===== src/design/mseu_pkg.sv =====
// mseu_pkg: shared constants, opcodes and request/result types for the
// execute unit. Used by all files in the design folder; no dependencies.

package mseu_pkg;

	localparam int DATA_WORDS = 2048;
	localparam int REG_COUNT  = 32;
	localparam int DM_AW      = $clog2(DATA_WORDS);
	localparam int RF_AW      = $clog2(REG_COUNT);

	localparam logic [2:0] OP_ADD  = 3'd0;
	localparam logic [2:0] OP_ADDI = 3'd1;
	localparam logic [2:0] OP_SUB  = 3'd2;
	localparam logic [2:0] OP_MUL  = 3'd3;
	localparam logic [2:0] OP_BEQ  = 3'd4;
	localparam logic [2:0] OP_LW   = 3'd5;
	localparam logic [2:0] OP_SW   = 3'd6;
	localparam logic [2:0] OP_NOP  = 3'd7;

	typedef struct packed {
		logic [2:0]  action;
		logic [4:0]  dest_reg;
		logic [4:0]  src_reg_a;
		logic [4:0]  src_reg_b;
		logic [15:0] immediate;
	} instr_t;

	typedef struct packed {
		logic [31:0] next_pc;
		logic        reg_written;
		logic [4:0]  written_reg;
		logic [31:0] written_value;
		logic        branch_taken;
		logic        mem_fault;
	} result_t;

	typedef struct packed {
		logic             en;
		logic [RF_AW-1:0] addr;
		logic [31:0]      data;
	} rf_wr_t;

	typedef struct packed {
		logic             rd_en;
		logic             wr_en;
		logic [DM_AW-1:0] addr;
		logic [31:0]      wdata;
	} dm_req_t;

endpackage


===== src/design/mseu_regfile.sv =====
// mseu_regfile: 32-entry register file, two registered read ports, one
// write port, per-entry valid bits so unwritten entries read as zero.
// Depends on mseu_pkg.

module mseu_regfile (
	input  logic                       clk,
	input  logic                       arst_n,
	input  logic                       rd_en,
	input  logic [mseu_pkg::RF_AW-1:0] rd_addr_a,
	input  logic [mseu_pkg::RF_AW-1:0] rd_addr_b,
	input  mseu_pkg::rf_wr_t           wr,
	output logic [31:0]                rd_data_a,
	output logic [31:0]                rd_data_b
);
	import mseu_pkg::*;

	logic [31:0]          rf_mem [REG_COUNT];
	logic [REG_COUNT-1:0] vld_q;
	logic [31:0]          data_a_q;
	logic [31:0]          data_b_q;
	logic                 vld_a_q;
	logic                 vld_b_q;

	always_ff @(posedge clk) begin
		if (wr.en) begin
			rf_mem[wr.addr] <= wr.data;
		end
		if (rd_en) begin
			data_a_q <= rf_mem[rd_addr_a];
			data_b_q <= rf_mem[rd_addr_b];
		end
	end

	always_ff @(posedge clk or negedge arst_n) begin
		if (!arst_n) begin
			vld_q   <= '0;
			vld_a_q <= 1'b0;
			vld_b_q <= 1'b0;
		end else begin
			if (wr.en) begin
				vld_q[wr.addr] <= 1'b1;
			end
			if (rd_en) begin
				vld_a_q <= vld_q[rd_addr_a];
				vld_b_q <= vld_q[rd_addr_b];
			end
		end
	end

	assign rd_data_a = vld_a_q ? data_a_q : '0;
	assign rd_data_b = vld_b_q ? data_b_q : '0;

endmodule


===== config.mk =====
export PLATFORM = sky130hd
export DESIGN_NAME = mseu_regfile
export DESIGN_NICKNAME = d
export VERILOG_FILES = /design/src/design/mseu_pkg.sv /design/src/design/mseu_regfile.sv
export SDC_FILE = /design/constraint.sdc
export NUM_CORES = 1
export LEC_CHECK = 0
export BUFFER_PORTS_ARGS = -buffer_cell sky130_fd_sc_hd__buf_2
export CORE_ASPECT_RATIO = 1.75
export CORE_MARGIN = 2
export CORE_UTILIZATION = 43
export DETAILED_ROUTE_END_ITERATION = 12
export GPL_TIMING_DRIVEN = 0
export PLACE_DENSITY_LB_ADDON = 0.15
export SETUP_SLACK_MARGIN = 0.3
export SYNTH_ARGS = -nofsm -noshare
export SYNTH_HDL_FRONTEND = slang
export SYNTH_SLANG_ARGS = --single-unit

===== constraint.sdc =====
create_clock -name clk -period 4.8 [get_ports clk]
set_clock_uncertainty 0.2 [all_clocks]
set_input_delay 0.48 -clock clk [delete_from_list [all_inputs] [get_ports clk]]
set_output_delay 0.48 -clock clk [all_outputs]
set_load 0.005 [all_outputs]

### Word-level counts from Yosys, hierarchy flattened

Memory sizes are Yosys's and may differ from the RTL's. A register that Yosys moved wholly into a read port is not among the register bits.
Cells that the tools add are included.

| word-level totals | value |
|---|---|
| latch bits | 0 |
| flip-flop bits (word level) | 34 |
| memory bits (writable) | 1,024 |
| memories kept | 1 |
| input bits | 51 |
| output and inout port bits | 64 |
| ROM bits | 0 |
| logic and storage cells | 20 |

| operators by class | value |
|---|---|
| bitwise operators | 1 |
| multipliers | 0 |
| eq/ne operators | 0 |
| shift operators | 0 |
| divide/modulo/power cells | 0 |
| reductions and logical operators | 1 |
| magnitude comparators | 4 |
| mux-type cells | 10 |
| add/sub/neg operators | 0 |

Memories:

| memory | depth | width | rd ports | clocked after Yosys merged registers in | write ports | RTL line | source |
|---|---|---|---|---|---|---|---|
| rf_mem | 32 | 32 | 2 | 2 | 1 | mseu_regfile.sv:17 | `logic [31:0] rf_mem [REG_COUNT];` |

Operators with widths:

| operator | count |
|---|---|
| 2-to-1 mux 32 bit | 2 |
| OR 32 bit | 1 |
| less-than comparator 5 x 6 -> 1 bit (second input constant) | 3 |
| binary-select mux 1 bit (select 5 bit) | 2 |
| demux 1 bit (select 5 bit) | 1 |
| greater-or-equal comparator 5 x 1 -> 1 bit (second input constant) | 1 |
| 2-to-1 mux 1 bit | 5 |
| logical AND 1 bit | 1 |

### Longest topological paths before layout

| depth | value |
|---|---|
| word-level depth | 5 |
| depth in mapped cells | 9 |
| mapped depth without buffers | 5 |

### Worst setup path after synthesis

OpenSTA, ideal clock, no wires.

| timing | value |
|---|---|
| kind | in2reg |
| start | in wr[32] (netlist bit) |
| end | mem rf_mem[12][0] (enable) |
| path slack | 1.667 ns |
| arrival | 2.511 ns |
| buffers on the path | 1 |
| cell stages on the path | 3 |
| setup time | 0.422 ns |
| path through | or3b_2 -> clkbuf_1 -> nor2_1 |

RTL lines:

| what | RTL line | source |
|---|---|---|
| from (decl) | mseu_regfile.sv:11 | `input mseu_pkg::rf_wr_t wr,` |
| to (decl) | mseu_regfile.sv:17 |  |

Straight into the memory's write port.

==> metrics.txt <==
Hold EP=data_b_q[21]; status=finished, final reports clean; final setup margin=733.7 ps; GRT Total Usage=28.90%; Top cell by count, worst path=mux4_2; worst hold stages=1; flop-to-flop setup slack=2520 ps; CP max stage cell=buf_1; critical path buffer and inverter count=3; Core Footprint=0.1178 mm²; CTS tree=built; post-synth cell types=28; worst hold path type=in2reg; final worst path period need=4066 ps; # hold bufs at CTS=1; pin count of the biggest net entering global routing=42; io pins=115; DR vias=27,304; crit-path cells=clkbuf_1, buf_2, buf_1, mux4_2, mux4_2, mux2_2; RSZ-0062 raised after global routing=false; cell taking the most area after synthesis=edfxtp_1; Syn Inst Count=2,212; TritonCTS Sinks=1,122; Mapped Avg Cell Area=23.00 µm²; CP required=5080 ps; DRC viols=0; layout net count=2,536; global route overflow=0; Syn. warnings=0; initial core utilization=43.16%; clock latency on the worst-skew pair=740 ps; hpwl dp=121,700 µm; GPL Wtd Cong=0.8409; cell row count=167; Synth top area share=64.23%; total chip power=21,330 µW; Top FF cell, synth=edfxtp_1; deepest level of the CTS H-tree=3; chip height=459.0 µm; critical path class=in2reg; clock slew seen by the registers of the worst setup and hold paths=60 ps; Synth async-reset ratio=3.030%; drt pass-1 iters=6; final number of max-transition violations=0; Die ar.=0.1212 mm²; final hold vios=0; postcts setup bufs=0; Slew @ Worst Pin=1463 ps; post-synthesis sequential area ratio=65.90%; DRT Wirelength=172,800 µm; Final period util=84.71%; Max Root-Sink Buffers=3; VDD IR max=0.0002699 V; Area contributors post-synth=edfxtp_1, mux4_2, dfrtp_1, mux2_2, and2_1; initial antenna violation count=29; Worst slew margin=2.435%; overall die width=264.0 µm; Max-Cap Viols=0; Setup TNS Final=0 ps; hold path startpoint=rd_en; post-cts resize count=0; pre-CTS setup slack=47.36 ps; largest fanout on the critical path=10; Max Clock Freq=245.9 MHz; Critical R2R Capture=data_a_q[30]; CP startpoint kind=primary input; DR WL/cell=42.14 µm; Num CTS Buffers=102; vias in the first global route=29,104; Layout area overhead=14.61%; Data arrival, critical path=4350 ps; DRT iter0 DRCs=2,945; final setup fails=0; Min Hold Slack=42.93 ps; worst-case reg-to-reg path depth=3; CP delay by family, top=buffers and inverters; Crit. End Element=register; Final ANT Viol Nets=0; Mapped Area=0.05087 mm²; Yosys reg bits=1,122; fraction of layout cells with a size suffix above 1=45.13%; Post-synth EDFFs=1,088; PwrDens=365.9 mW/mm²; Vias per Instance=6.658; number of fill cells in the layout=9,500; CTS root buf=clkbuf_16; port bufs=105; Leak=0.01828 µW; CP peak stage delay=1040 ps; Net Count, Synth=2,263; R2R Path Start=rf_mem[22][30]; first-pass GRT wire length=234,600 µm
-- cell families after synthesis --
kind of cell | synth area share [%]
multiplexers | 30.38
flip-flops | 65.90
AND/OR/NAND/NOR | 1.882
buffers and inverters | 1.564
AO/OA/AOI/OAI | 0.2657
-- where the power goes --
| group | total (µW) | switching [µW] | internal (µW) |
|---|---|---|---|
| Clock | 8100 | 3780 | 4320 |
| Sequential | 11100 | 146 | 11000 |
| Combinational | 2100 | 1170 | 927 |
| Total | 21300 | 5100 | 16200 |
-- synth_stat cells (all sizes together) (4+ instances only) --
| cell | number |
|---|---|
| buf | 84 |
| mux4 | 640 |
| nor2b | 4 |
| and3 | 4 |
| nand3 | 4 |
| nor2 | 37 |
| or2 | 32 |
| clkbuf | 80 |
| a22oi | 4 |
| nand2b | 4 |
| edfxtp | 1088 |
| nand2 | 9 |
| mux2i | 32 |
| nand3b | 5 |
| a21oi | 7 |
| dfrtp | 34 |
| mux2 | 64 |
| and2 | 65 |
-- through the flow --
step	instance area (µm²)	cells	util, %
after floorplan	50870	2212	-
after global placement	53290	3838	45.22
after detailed placement	55060	3901	46.72
after CTS	58260	4089	49.44
after global routing	58290	4097	49.46
final	58300	4101	49.47
-- flip-flops by register name, indices dropped and copies added (netlist names) --
name	count
vld_q	32
vld_a_q	1
data_a_q	32
rf_mem	1024
vld_b_q	1
data_b_q	32
-- layer usage --
metal,vias to the layer above,track usage [%],share of wire [%]
met2,1513,51.47,53
met5,-,0,0.033
met3,433,4.616,6.9
li1,10370,-,-
met4,8,15.73,5.9
met1,14980,33.36,34
-- area by class of cell --
class	instances	area, µm²	area share (%)
sequential	1122	33520	57.50
multi-input combinational	926	16790	28.80
clock buffer	118	2675	4.589
timing repair buffer	169	2057	3.528
tap	1521	1903	3.265
buffer	164	797.0	1.367
clock inverter	69	524.3	0.8993
antenna	12	30.03	0.05151
-- layout by cell type, fill, tap and decap left out, types with 5 or more instances in the layout --
master,n
or2_2,32
buf_2,152
clkinv_2,29
clkbuf_1,92
and2_1,65
mux2i_1,32
buf_1,19
buf_16,35
clkinvlp_4,5
nand2_1,9
clkbuf_16,104
buf_12,27
bufinv_16,6
a21oi_1,7
edfxtp_1,1088
nor2_4,32
clkinv_1,20
mux4_2,640
diode_2,12
mux2_2,64
dfrtp_1,34
nor2_1,5
buf_6,16
nand3b_1,5
-- worst max path at each step --
stage | startpoint | cells after the start | slack, ps | end
CTS | rd_addr_b[1] | 6 | 820 | data_b_q[16]
global placement | wr[32] | 5 | -1370 | vld_q[20]
finish | rd_addr_b[1] | 6 | 730 | data_b_q[2]
floorplan | wr[32] | 3 | 1670 | rf_mem[12][0]
global route | rd_addr_b[1] | 6 | 810 | data_b_q[14]
detailed placement | rd_addr_b[1] | 6 | 50 | data_b_q[16]
Note: power is estimated with default switching activity, not from simulation.
